**config.mk**
```make
export PLATFORM = sky130hd
export DESIGN_NAME = pss_ctrl
export DESIGN_NICKNAME = d
export VERILOG_FILES = /design/src/pss_pkg.sv /design/src/pss_ctrl.sv
export SDC_FILE = /design/constraint.sdc
export NUM_CORES = 1
export LEC_CHECK = 0
export BUFFER_PORTS_ARGS = -buffer_cell sky130_fd_sc_hd__buf_2
export CAP_MARGIN = 10
export CORE_AREA = 2 2 39 41
export CTS_CLUSTER_DIAMETER = 50
export DETAILED_ROUTE_END_ITERATION = 10
export DIE_AREA = 0 0 41 43
export PLACE_DENSITY = 0.57
export SLEW_MARGIN = 25
export SYNTH_ARGS = -nofsm -noshare
export SYNTH_HDL_FRONTEND = slang
export SYNTH_SLANG_ARGS = --single-unit
```
**constraint.sdc**
```tcl
create_clock -name clk -period 1.6 [get_ports clk]
set_input_delay 0.08 -clock clk [delete_from_list [all_inputs] [get_ports clk]]
set_output_delay 0.08 -clock clk [all_outputs]
set_load 0.02 [all_outputs]
```
**src/pss_pkg.sv**
```systemverilog
// process slot scheduler package: command and status codes, shared structs
// no dependencies
package pss_pkg;

  localparam int CMD_W = 3;
  localparam logic [CMD_W-1:0] CMD_TICK    = 3'd0;
  localparam logic [CMD_W-1:0] CMD_INSTALL = 3'd1;
  localparam logic [CMD_W-1:0] CMD_REPORT  = 3'd2;
  localparam logic [CMD_W-1:0] CMD_KILL    = 3'd3;
  localparam logic [CMD_W-1:0] CMD_KILLM   = 3'd4;
  localparam logic [CMD_W-1:0] CMD_READ    = 3'd5;

  localparam logic [1:0] ST_OK       = 2'd0;
  localparam logic [1:0] ST_NO_FREE  = 2'd1;
  localparam logic [1:0] ST_NOT_ACTV = 2'd2;

  localparam int MAX_RESULTS = 32;

  typedef struct packed {
    logic [CMD_W-1:0] cmd;
    logic [31:0]      pid;
    logic [31:0]      pid_mask;
    logic [4:0]       slot;
    logic [15:0]      new_sleep;
    logic             current_valid;
    logic [4:0]       current_slot;
  } pss_in_t;

  typedef struct packed {
    logic [1:0]  status;
    logic [4:0]  slot_out;
    logic [31:0] pid_out;
    logic [5:0]  kill_count;
    logic        none_ready;
    logic        last;
  } pss_out_t;

  // controller to datapath commands
  typedef struct packed {
    logic load;      // capture input beat, reset walk
    logic start;     // marks walk start; unused by the datapath, where load moves the cursor to list head
    logic step;      // process cursor entry and advance
    logic install;
    logic report;
    logic kill;
    logic emit_done; // build final result
    logic emit_pop;  // result taken
  } pss_cmd_t;

  // datapath to controller status
  typedef struct packed {
    logic walk_end;  // cursor null, step count exhausted or tick result limit reached
    logic found;     // target slot seen during walk
    logic hit;       // current step produces a tick result
    logic out_full;  // result register occupied
  } pss_sts_t;

endpackage

```
**src/pss_ctrl.sv**
```systemverilog
// process slot scheduler controller: sequences list walks and results
// depends on pss_pkg
module pss_ctrl
  import pss_pkg::*;
(
  input  logic     clk,
  input  logic     rst,
  input  logic     in_fire,
  input  logic [CMD_W-1:0] cmd,
  input  logic     out_fire,
  input  pss_sts_t sts,
  output pss_cmd_t ctl,
  output logic     in_ready
);

  typedef enum logic [2:0] {IDLE, WALK, EXEC, DONE, DRAIN} state_t;
  state_t state, state_next;
  logic [CMD_W-1:0] op;

  always_ff @(posedge clk) begin
    if (rst) begin
      state <= IDLE;
      op    <= CMD_TICK;
    end else begin
      state <= state_next;
      if (in_fire) op <= cmd;
    end
  end

  assign in_ready = (state == IDLE);

  always_comb begin
    ctl = '0;
    state_next = state;
    unique case (state)
      IDLE: if (in_fire) begin
        ctl.load = 1'b1;
        if (cmd <= CMD_READ) begin
          state_next = WALK;
          ctl.start = 1'b1;
        end
      end
      WALK: begin
        if (sts.walk_end) begin
          state_next = (op == CMD_TICK || op == CMD_KILLM) ? DONE : EXEC;
        end else if (!(sts.hit && sts.out_full)) begin
          ctl.step = 1'b1;
        end
      end
      EXEC: begin
        ctl.install = (op == CMD_INSTALL);
        ctl.report  = (op == CMD_REPORT);
        ctl.kill    = (op == CMD_KILL);
        state_next  = DONE;
      end
      DONE: if (!sts.out_full) begin
        ctl.emit_done = 1'b1;
        state_next = DRAIN;
      end
      DRAIN: if (out_fire) state_next = IDLE;
      default: state_next = IDLE;
    endcase
    ctl.emit_pop = out_fire;
  end

endmodule

```
==> results by group <==
Worst hold path
  – Worst hold endpoint: state[0]$_SDFFE_PP0P_
  – Hold path depth: 2
  – Critical hold path startpoint: rst
  – Hold/Removal Path Class: input port to flip-flop

Final layout
  – # nets final: between 70 and 80
  – Final core occ: between 30% and 40%
  – Layout area overhead: 34.4%
  – Sequential Area: 124 µm²
  – Commonest non-fill, non-tap cell in the layout: buf_2
  – Ant diodes: 0
  – Share of cells above drive strength 1: ~50%
  – Multi-input logic area: ~260 µm²
  – Most frequent cells in the layout: 18 x buf_2, 6 x nor2_1
  – Fillers: 153

Logic synthesis
  – Avg Inst Size Synth: between 9 and 10 µm²
  – Synthesized instance count: 42
  – Net Count, Synth: between 50 and 60
  – Synth warn: 0
  – Yosys cell types: 24
  – Largest cells by area after synthesis: dfxtp_1 31%, mux2i_1 7.9%, nor2_1 5.9%, o21bai_4 4.9%, nor3_1 3.9%
  – Post-synthesis register bit count: 6
  – Cell accounting for the most synthesized area: dfxtp_1
  – Top cell type's share of synthesized area: approximately a third
  – Sequential share of the synthesized area: roughly a third
  – Mapped Area: 382 µm²

Clock tree
  – CTS tree: built
  – Clock Path Buffers: 2
  – Clock-pin slew on the worst setup and hold paths: about 40 ps
  – Total CTS buffers: 3
  – Setup Buffers After CTS: 0
  – H-tree Lvls: 1
  – Clock Sinks: 6
  – Root buffer cell: clkbuf_4
  – Clock latency at the later pin of the worst-skew pair: roughly 240 ps

GRT
  – Vias in the first global route: approximately 310
  – Met1 Usage GRT: 13.0%
  – Initial antenna violation count: 0
  – Global-route wire length before repair: ~1.3 mm
  – GRT Max-Usage Layer: met2
  – All-layer global routing usage: around an eighth
  – GR Overflow Total: 0
  – Pin count of the biggest net entering global routing: 11
  – Met3 usage: 4.71%
  – M2 GR Usage: roughly 15%

Power and ir drop
  – Peak supply drop: ~0.0003 V
  – Leak pwr: 0.000245 µW
  – P per Cell Area: approximately 1100 nW/µm²

STA
  – Final Hold Fails: 0
  – Clock Skew: 3.04 ps
  – Final worst slack: approximately 120 ps
  – Unrepaired setup endpoints after global routing: false
  – Final count of negative-setup-slack endpoints: 0
  – Hold WS: 87.9 ps
  – Maximum clock frequency: roughly 0.67 GHz
  – Fin crit share: between 90% and 100%
  – Max-slew headroom: between 70% and 80%
  – Final min period: about 1500 ps
  – Least-Margin Pin Slew: approximately 330 ps
  – Total negative slack: 0 ps
  – Pins over their slew limit: 0

Worst setup path
  – Arr. time, crit path: 1400 ps
  – CP peak stage delay: 360 ps
  – Critical Path Stages: 3
  – Setup slack, reg-to-reg: 250 ps
  – Critical R2R Capture: state[1]$_SDFFE_PP0P_
  – WS Path Type: flip-flop to output pin
  – Worst setup path startpoint: state[2]$_SDFFE_PP0P_
  – Worst Path Buf+Inv: 1
  – Worst Path Max Fanout: 8
  – Crit-path cells: nand2b_2 -> a2111oi_1 -> buf_2
  – Worst r2r path cells: 4
  – CP max-delay cell: dfxtp_2
  – Startpoint types: flip-flop
  – Top delay family on crit path: flip-flops
  – CP required: roughly 1500 ps
  – Crit end category: output pin
  – Worst r2r src: state[1]$_SDFFE_PP0P_

Drt
  – Routed Antenna Nets: 0
  – Initial drt markers: 4
  – Via count: about 360
  – TritonRoute pass-1 iters: 2
  – Routed vias/inst: about 4.7
  – Detailed Route WL: approximately 770 µm
  – Drt wl/cell: 10.1 µm
  – DRC violations left: 0

Place
  – Detail Placement HPWL: roughly 600 µm
  – DP Worst Slack: 203 ps
  – Final GP Congestion: approximately 0.62
  – IO Port Bufs: 18

Die
  – Core Area: about 1400 µm²
  – Die height: 43 µm
  – FP Rows: 14
  – Die Width: 41 µm
  – Die area: 1760 µm²
  – # IOs: 20
  – Initial Util: between 20% and 30%

Run
  – Max-cap violation count: 0

Status
  – Result of the run: finished, final reports clean
through the flow:
step / std cells / cell area [µm²] / power [µW]
after CTS: 76 / 498 / 582
final: 76 / 513 / 584
after global routing: 76 / 513 / 632
after detailed placement: 73 / 469 / 434
after global placement: 73 / 469 / 434
after floorplan: 42 / 383 / 393
synthesized netlist by cell type:
library cell / n
buf_2: 1
a21boi_2: 1
nand2_1: 2
nor3_1: 3
and3_1: 2
nor3b_1: 1
mux2_4: 1
mux2i_1: 3
xnor2_1: 1
a2111oi_0: 1
dfxtp_1: 6
nor2_1: 6
a31o_1: 1
and3b_1: 1
a211oi_2: 1
a21oi_1: 2
o21bai_4: 1
and2_1: 1
or3_1: 1
nand2b_1: 1
nor4b_1: 1
nor2b_1: 2
buf_6: 1
buf_4: 1
worst register-to-register path, stage by stage (launching register included):
cell	delay, ps
dfxtp_2	370
a211oi_2	220
a21boi_2	210
o21bai_4	140
mux2_4	300
layout make-up:
cell class | instances | share of cell area (%)
multi-input combinational | 33 | 50.0
sequential | 6 | 24.1
timing repair buffer | 18 | 17.6
clock buffer | 3 | 4.39
tap | 16 | 3.90
flip-flops by register name, summed over array words and instances, names as in the netlist:
| signal | flops |
|---|---|
| op | 3 |
| state | 3 |
layer usage:
layer | wire length [µm] | up-vias
li1 | - | 186
met1 | 342 | 160
met2 | 379 | 7
met3 | 36 | 2
met4 | 12 | 0
met5 | 0 | -
kinds of logic (layout without fill, tap and decap cells):
| kind of cell | after synthesis | count (layout) | synth area share (%) |
|---|---|---|---|
| flops | 6 | 6 | 31.5 |
| mux | 4 | 4 | 11.8 |
| buf+inv | 3 | 21 | 6.23 |
| xor+xnor | 1 | 1 | 2.30 |
| simple gates | 21 | 21 | 29.8 |
| compound gates | 7 | 7 | 18.4 |
where the power goes:
part / leakage (µW) / switching [µW] / internal [µW]
clock: 0.0000138 / 50.9 / 84.6
sequential: 0.0000505 / 40.7 / 172
combinational: 0.000180 / 111 / 124
total: 0.000245 / 203 / 381
repair_timing:
action	4_1_cts	5_1_grt
endpoints found under the setup margin	3	5
hold buffers	0	0
gates resized for setup	1	5
worst max-delay path by stage:
stage                                       end  slack (ps)
after floorplan                          ctl[5]          60
after global placement    state[1]$_SDFFE_PP0P_         200
after detailed placement  state[1]$_SDFFE_PP0P_         200
after CTS                                ctl[5]          30
after global routing                     ctl[5]           2
final                                    ctl[5]         120
(Power assumes the default switching activity.)
