$ cat src/pss_pkg.sv
// process slot scheduler package: command and status codes, shared structs
// no dependencies
package pss_pkg;

  localparam int CMD_W = 3;
  localparam logic [CMD_W-1:0] CMD_TICK    = 3'd0;
  localparam logic [CMD_W-1:0] CMD_INSTALL = 3'd1;
  localparam logic [CMD_W-1:0] CMD_REPORT  = 3'd2;
  localparam logic [CMD_W-1:0] CMD_KILL    = 3'd3;
  localparam logic [CMD_W-1:0] CMD_KILLM   = 3'd4;
  localparam logic [CMD_W-1:0] CMD_READ    = 3'd5;

  localparam logic [1:0] ST_OK       = 2'd0;
  localparam logic [1:0] ST_NO_FREE  = 2'd1;
  localparam logic [1:0] ST_NOT_ACTV = 2'd2;

  localparam int MAX_RESULTS = 32;

  typedef struct packed {
    logic [CMD_W-1:0] cmd;
    logic [31:0]      pid;
    logic [31:0]      pid_mask;
    logic [4:0]       slot;
    logic [15:0]      new_sleep;
    logic             current_valid;
    logic [4:0]       current_slot;
  } pss_in_t;

  typedef struct packed {
    logic [1:0]  status;
    logic [4:0]  slot_out;
    logic [31:0] pid_out;
    logic [5:0]  kill_count;
    logic        none_ready;
    logic        last;
  } pss_out_t;

  // controller to datapath commands
  typedef struct packed {
    logic load;      // capture input beat, reset walk
    logic start;     // marks walk start; unused by the datapath, where load moves the cursor to list head
    logic step;      // process cursor entry and advance
    logic install;
    logic report;
    logic kill;
    logic emit_done; // build final result
    logic emit_pop;  // result taken
  } pss_cmd_t;

  // datapath to controller status
  typedef struct packed {
    logic walk_end;  // cursor null, step count exhausted or tick result limit reached
    logic found;     // target slot seen during walk
    logic hit;       // current step produces a tick result
    logic out_full;  // result register occupied
  } pss_sts_t;

endpackage

$ cat src/pss_dp.sv
// process slot scheduler datapath: slot table, list links, walk cursor, result register
// depends on pss_pkg
module pss_dp
  import pss_pkg::*;
#(
  parameter int SLOTS      = 32,
  parameter int SLEEP_BITS = 16
) (
  input  logic     clk,
  input  logic     rst,
  input  pss_in_t  in_data,
  input  pss_cmd_t ctl,
  output pss_sts_t sts,
  output logic     out_valid,
  output pss_out_t out_data
);

  localparam int IW = $clog2(SLOTS);
  localparam int LW = IW + 1;              // link width, msb set means null
  localparam int CW = $clog2(SLOTS + 1);
  localparam logic [LW-1:0] NIL = {1'b1, {IW{1'b0}}};
  localparam logic [SLEEP_BITS-1:0] SLEEP_ONE = SLEEP_BITS'(1);

  logic [31:0]           spid   [SLOTS];
  logic [SLEEP_BITS-1:0] ssleep [SLOTS];
  logic [LW-1:0]         snext  [SLOTS];
  logic [SLOTS-1:0]      swait;
  logic [LW-1:0]         active_head, free_head;

  pss_in_t       req;
  logic [LW-1:0] cur, prv, tprev, cur_nxt;
  logic [CW-1:0] cnt;
  logic [6:0]    nres;
  logic [5:0]    killed;
  logic          found, cur_found;
  logic [IW-1:0] ci;
  logic          tick_hit, km_hit, cur_is_run, tgt_ok, run_ok;
  logic [SLEEP_BITS-1:0] dec;
  logic [SLEEP_BITS-1:0] sat_sleep;
  logic [IW-1:0] ti, ri, fi;
  pss_out_t      pend;         // newest tick beat, held until the next hit or the walk end
  logic          pend_valid;

  assign ci = cur[IW-1:0];
  assign cur_nxt = snext[ci];
  assign cur_is_run = req.current_valid && (32'(ci) == 32'(req.current_slot));
  assign dec = (ssleep[ci] != '0) ? ssleep[ci] - SLEEP_ONE : '0;
  assign tick_hit = (req.cmd == CMD_TICK) && !swait[ci] && (dec == '0);
  assign km_hit = (req.cmd == CMD_KILLM) && ((spid[ci] & req.pid_mask) == req.pid)
                  && !cur_is_run;
  assign tgt_ok = (32'(req.slot) < 32'(SLOTS));
  assign ti = IW'(req.slot);
  assign ri = IW'(req.current_slot);
  assign fi = free_head[IW-1:0];
  assign run_ok = (32'(req.current_slot) < 32'(SLOTS));

  always_comb begin
    if (SLEEP_BITS >= 16) sat_sleep = SLEEP_BITS'(req.new_sleep);
    else if ((32'(req.new_sleep) >> SLEEP_BITS) != 0) sat_sleep = '1;
    else sat_sleep = SLEEP_BITS'(req.new_sleep);
  end

  assign sts.walk_end = cur[IW] || (cnt == CW'(SLOTS)) ||
                        (req.cmd == CMD_TICK && nres == 7'(MAX_RESULTS));
  assign sts.found    = found;
  assign sts.hit      = tick_hit;
  assign sts.out_full = out_valid;

  // target matched at cursor: used by report, kill, read, install
  always_comb begin
    unique case (req.cmd)
      CMD_INSTALL: cur_found = req.current_valid && run_ok && (ci == ri);
      default:     cur_found = tgt_ok && (ci == ti);
    endcase
  end

  always_ff @(posedge clk) begin
    if (rst) begin
      for (int i = 0; i < SLOTS; i++) begin
        snext[i] <= (i + 1 < SLOTS) ? LW'(i + 1) : NIL;
      end
      swait       <= '0;
      active_head <= NIL;
      free_head   <= '0;
      out_valid   <= 1'b0;
      cur <= NIL;
      cnt <= '0;
      nres <= '0;
      killed <= '0;
      found <= 1'b0;
      pend_valid <= 1'b0;
    end else begin
      if (ctl.emit_pop) out_valid <= 1'b0;
      if (ctl.load) begin
        req <= in_data;
        cur <= active_head;
        prv <= NIL;
        cnt <= '0;
        nres <= '0;
        killed <= '0;
        found <= 1'b0;
        pend_valid <= 1'b0;
      end
      if (ctl.step) begin
        cnt <= cnt + CW'(1);
        cur <= cur_nxt;
        unique case (req.cmd)
          CMD_TICK: begin
            if (!swait[ci]) ssleep[ci] <= dec;
            if (tick_hit) begin
              swait[ci] <= 1'b1;
              nres <= nres + 7'd1;
              pend <= '{ST_OK, 5'(ci), spid[ci], 6'd0, 1'b0, 1'b0};
              pend_valid <= 1'b1;
              // a later hit proves the held beat is not the final one
              if (pend_valid) begin
                out_valid <= 1'b1;
                out_data  <= pend;
              end
            end
          end
          CMD_KILLM: begin
            if (km_hit) begin
              if (prv[IW]) active_head <= cur_nxt;
              else snext[prv[IW-1:0]] <= cur_nxt;
              snext[ci] <= free_head;
              free_head <= cur;
              swait[ci] <= 1'b0;
              killed <= killed + 6'd1;
            end else begin
              prv <= cur;
            end
          end
          default: begin
            if (!found) begin
              if (cur_found) begin
                found <= 1'b1;
                tprev <= prv;
                cur <= NIL;   // stop walk
              end
              prv <= cur;
            end
          end
        endcase
      end
      if (ctl.install && !free_head[IW]) begin
        free_head <= snext[fi];
        if (found) begin
          snext[fi] <= snext[ri];
          snext[ri] <= free_head;
        end else begin
          snext[fi] <= active_head;
          active_head <= free_head;
        end
        spid[fi]   <= req.pid;
        ssleep[fi] <= SLEEP_ONE;
        swait[fi]  <= 1'b0;
        req.slot   <= 5'(fi);
      end
      if (ctl.install && free_head[IW]) req.slot <= 5'd0;
      if ((ctl.report && found && req.new_sleep == '0) ||
          (ctl.kill && found && !(req.current_valid && req.current_slot == req.slot))) begin
        if (tprev[IW]) active_head <= snext[ti];
        else snext[tprev[IW-1:0]] <= snext[ti];
        snext[ti] <= free_head;
        free_head <= LW'(ti);
        swait[ti] <= 1'b0;
      end
      if (ctl.report && found && req.new_sleep != '0) begin
        ssleep[ti] <= sat_sleep;
        swait[ti]  <= 1'b0;
      end
      if (ctl.install) found <= !free_head[IW];
      if (ctl.emit_done) begin
        out_valid <= 1'b1;
        out_data  <= '0;
        out_data.last <= 1'b1;
        unique case (req.cmd)
          CMD_TICK: begin
            if (nres == '0) out_data.none_ready <= 1'b1;
            else out_data <= '{pend.status, pend.slot_out, pend.pid_out, 6'd0, 1'b0, 1'b1};
          end
          CMD_INSTALL: begin
            if (found) begin
              out_data.slot_out <= req.slot;
              out_data.pid_out  <= req.pid;
            end else begin
              out_data.status <= ST_NO_FREE;
            end
          end
          CMD_KILLM: out_data.kill_count <= killed;
          CMD_KILL: begin
            out_data.slot_out <= req.slot;
            if (!found) out_data.status <= ST_NOT_ACTV;
            else begin
              out_data.pid_out <= spid[ti];
              if (req.current_valid && req.current_slot == req.slot)
                out_data.status <= ST_NOT_ACTV;
            end
          end
          default: begin
            out_data.slot_out <= req.slot;
            if (found) out_data.pid_out <= spid[ti];
            else out_data.status <= ST_NOT_ACTV;
          end
        endcase
      end
    end
  end

endmodule
$ cat config.mk
export PLATFORM = sky130hd
export DESIGN_NAME = pss_dp
export DESIGN_NICKNAME = d
export VERILOG_FILES = /design/src/pss_pkg.sv /design/src/pss_dp.sv
export SDC_FILE = /design/constraint.sdc
export NUM_CORES = 2
export LEC_CHECK = 0
export BUFFER_PORTS_ARGS = -buffer_cell sky130_fd_sc_hd__buf_4
export CORE_MARGIN = 2
export CORE_UTILIZATION = 35
export DETAILED_ROUTE_END_ITERATION = 6
export GPL_TIMING_DRIVEN = 0
export SLEW_MARGIN = 20
export SYNTH_ARGS = -nofsm -noshare
export SYNTH_HDL_FRONTEND = slang
export SYNTH_SLANG_ARGS = --single-unit
$ cat constraint.sdc
create_clock -name clk -period 15.35 [get_ports clk]
set_clock_uncertainty 0.05 [all_clocks]
set_input_delay 0.7675 -clock clk [delete_from_list [all_inputs] [get_ports clk]]
set_output_delay 0.7675 -clock clk [all_outputs]
set_load 0.05 [all_outputs]
==> impl_results.md <==
* Sequential power share at 36.3%
* Reg2reg path depth at 21
* Combinational share of power at 32.5%
* Actual slew at the worst max-slew pin at about 1.3 ns
* Sw Ratio at roughly 37%
* Distinct cells, synth at 101
* CP max FO at 10
* Reg-to-Reg End: out_data[40]
* Total number of yosys warnings at 0
* Number of global-route vias before repair at 86958
* Wire per inst at 49.5 um
* Die ar. at approximately 0.31 mm^2
* Largest net degree at the start of global routing at 41
* Final HPWL DP at around 480000 um
* Critical path buffers and inverters at 8
* R2R setup slack at 4.54 ns
* Max Slew Vio Count at 0
* Worst Setup Start Kind: register
* Main synth FF type: edfxtp_1
* Power per cell area at around 140 mW/mm^2
* Filler Cells Inserted at approximately 28000
* Setup violators final at 0
* RSZ-0062 raised after global routing: no
* Clock slew at reported path FFs at 0.06 ns
* Status: finished with violations
* Synth Area per Inst at approximately 13 um^2
* Clk pwr share at 31.2%
* P_leak at between 30 and 40 nW
* DRT Wirelength at approximately 650000 um
* Seq/Total Area, Yosys at between 50% and 60%
* Endpoints failing hold at 0
* Drt first-iter violations at 18282
* Power Internal at 0.0116 W
* DR vias at between 90000 and 100k
* Share of cells above drive strength 1 at between 20 and 25%
* Hold EP: ri[3]
* Drt drc at 69
* Die Y at 560 um
* Crit end category: output pin
* Clock Tree Root: clkbuf_16
* Max_slew headroom at between 10% and 20%
* HP Class: primary input to register
* Most frequent cell after synthesis: edfxtp_1
* Max-cap violations at 0
* Cell type of the slowest stage on the worst timing path: mux2i_1
* Count of flip-flops with a built-in enable after synthesis at ~1900
* Syn Std Cell Area at 0.108 mm^2
* # rows at roughly 200
* Tot GR Track Use at 40.2%
* Max Root-Sink Buffers at 4
* First-pass GRT wire length at 835000 um
* Top cells by area, synth: edfxtp_1 53%, mux4_2 17%, mux2i_1 3.7%, o21ai_0 3.0%, nand2_1 2.8%
* I/O Buffers at roughly 150
* Chip Width at roughly 560 um
* Worst hold path depth at 1
* CTS Buf Count at 225
* Setup TNS Final at 0 ns
* CTS tree: built
* Post-synthesis cell count at approximately 8000
* Worst VDD drop at between 0.09 and 0.1 mV
* Post-synth top area share at a little over half
* Synth cell count leaders: 1918 x edfxtp_1, 800 x mux4_2, 800 x nand2_1
* Crit-path leading delay family: buffers and inverters
* FMAX at 90.9 MHz
* Failing checks: design-rule violations
* Crit path cell chain: and2_0 > buf_4 > buf_2 > buf_2 > buf_2 > clkbuf_1 > a211oi_1 > a211oi_2 > ha_1 > nand2_1 > or4_1 > clkbuf_1 > nor4b_2 > mux2i_1 > and4_1 > and4_1 > buf_4 > buf_4
* Synth area leader: edfxtp_1
* Synth Net Count at approximately 8200
* Placer Congestion at around 1.1
* Clk Latency, worst-skew pair at 0.97 ns
* Asr flop ratio synth at 0%
* Starting Density at roughly a third
* Drt first pass iters at 7
* Core area at ~0.31 mm^2
* P_sw at 0.00671 W
* Layout area overhead at 17.3%
* Yosys reg bits at ~2000
* Setup WS post-layout at 4.35 ns
* Clock sinks at 2010
* NumNets Final at a little under 9000
* Antenna-violating nets left at 0
* Largest stage delay, worst path at 0.86 ns
* Initial antenna violation count at 77
* Final worst-path cycle share at a little under three quarters
* Worst EP required at 14.53 ns
* Hold wc startpoint: in_data[3]
* WP data arrival at 10.19 ns
* GR Overflow Total at 0
* IO Pins at 156
* Via/cell ratio at 7.15
* H-tree levels at 4
* Placement Setup Slack at 4.68 ns
* Final min period at approximately 11 ns
* Critical path type: register to output pin
power by group through the flow:
stage	clock network (W)	registers, W	logic [W]
finish	0.00570	0.00663	0.00594
global route	0.00586	0.00663	0.00589
CTS	0.00566	0.00663	0.00555
detailed placement	0	0.00675	0.00552
global placement	0	0.00675	0.00525
floorplan	0	0.00668	0.00286
worst max-delay path by stage:
stage | start | endpoint | slack (ns) | cells after the start
2_1_floorplan | register | out_data[0] | 8.06 | 22
4_1_cts | register | out_data[40] | 4.71 | 20
3_5_place_dp | register | out_data[35] | 4.68 | 20
6_report | register | sts[1] | 4.35 | 18
3_3_place_gp | register | out_data[35] | 0.05 | 18
5_1_grt | register | sts[1] | 4.61 | 18
cell type report:
cell class                 instances  area [um^2]  share of cell area [%]
antenna                           57          143                   0.112
buffer                           673         3380                    2.67
clock buffer                     266         5910                    4.66
clock inverter                   148         1540                    1.22
inverter                          77          377                   0.297
multi-input combinational       5348        45800                    36.1
sequential                      2010        59400                    46.8
tap                             4120         5150                    4.06
timing repair buffer             396         5100                    4.02
cell usage in the layout, fill, tap and decap left out, types with 50 or more instances in the layout:
master / count
edfxtp_1: 1918
mux4_2: 800
nand2_1: 797
o21ai_0: 609
nor2_1: 473
mux2i_1: 398
a21oi_1: 370
clkbuf_1: 327
a22o_1: 250
clkbuf_16: 230
nand3_1: 212
buf_4: 198
a22oi_1: 194
o22ai_1: 173
clkbuf_2: 165
nor3_1: 128
buf_2: 97
dfxtp_1: 92
dlygate4sd3_1: 82
buf_6: 61
buf_16: 59
diode_2: 57
a31oi_1: 54
a211oi_1: 50
clkinv_1: 50
logic make-up after synthesis:
kind of cell | after synthesis | synth area share (%)
mux | 1249 | 20.9
simple gates | 1956 | 8.18
flops | 2010 | 55.0
buf+inv | 750 | 3.14
xor+xnor | 49 | 0.397
compound gates | 2088 | 12.3
fa+ha+maj | 6 | 0.0694
layer usage:
layer / wire length, um / up-vias / GRT usage [%] / share of wire (%)
met5: 796 / - / 1.59 / 0.12
met4: 62600 / 36 / 31.4 / 9.6
met3: 93500 / 2373 / 15.8 / 14
met2: 268000 / 9595 / 57.0 / 41
met1: 224000 / 47549 / 48.5 / 35
li1: - / 34074 / - / -
per-stage QoR:
step	hold WS, ns	std cells	power (W)	util [%]	instance area [um^2]
2_1_floorplan	0.374	8108	0.00954	-	108000
3_3_place_gp	0.391	12381	0.0120	37.1	114000
3_5_place_dp	0.390	12527	0.0123	38.4	118000
4_1_cts	0.00206	13023	0.0178	41.0	126000
5_1_grt	0.0325	13045	0.0184	41.1	127000
6_report	0.0170	13095	0.0183	41.2	127000
flip-flops by register name, indices dropped and copies added, names as in the netlist, 7 cells and up, named ones only:
register and cells:
sat_sleep 16, pend 37, snext 192, spid 1024
ssleep 512, nres 7, swait 32, req 68
out_data 47
repair_timing:
item	CTS	global route
setup endpoints to repair	0	0
hold buffers	82	0
resized for setup	0	0
buffers inserted	0	0
hold endpoints to repair	82	0
No activity file was read; power rests on OpenSTA's default activity.
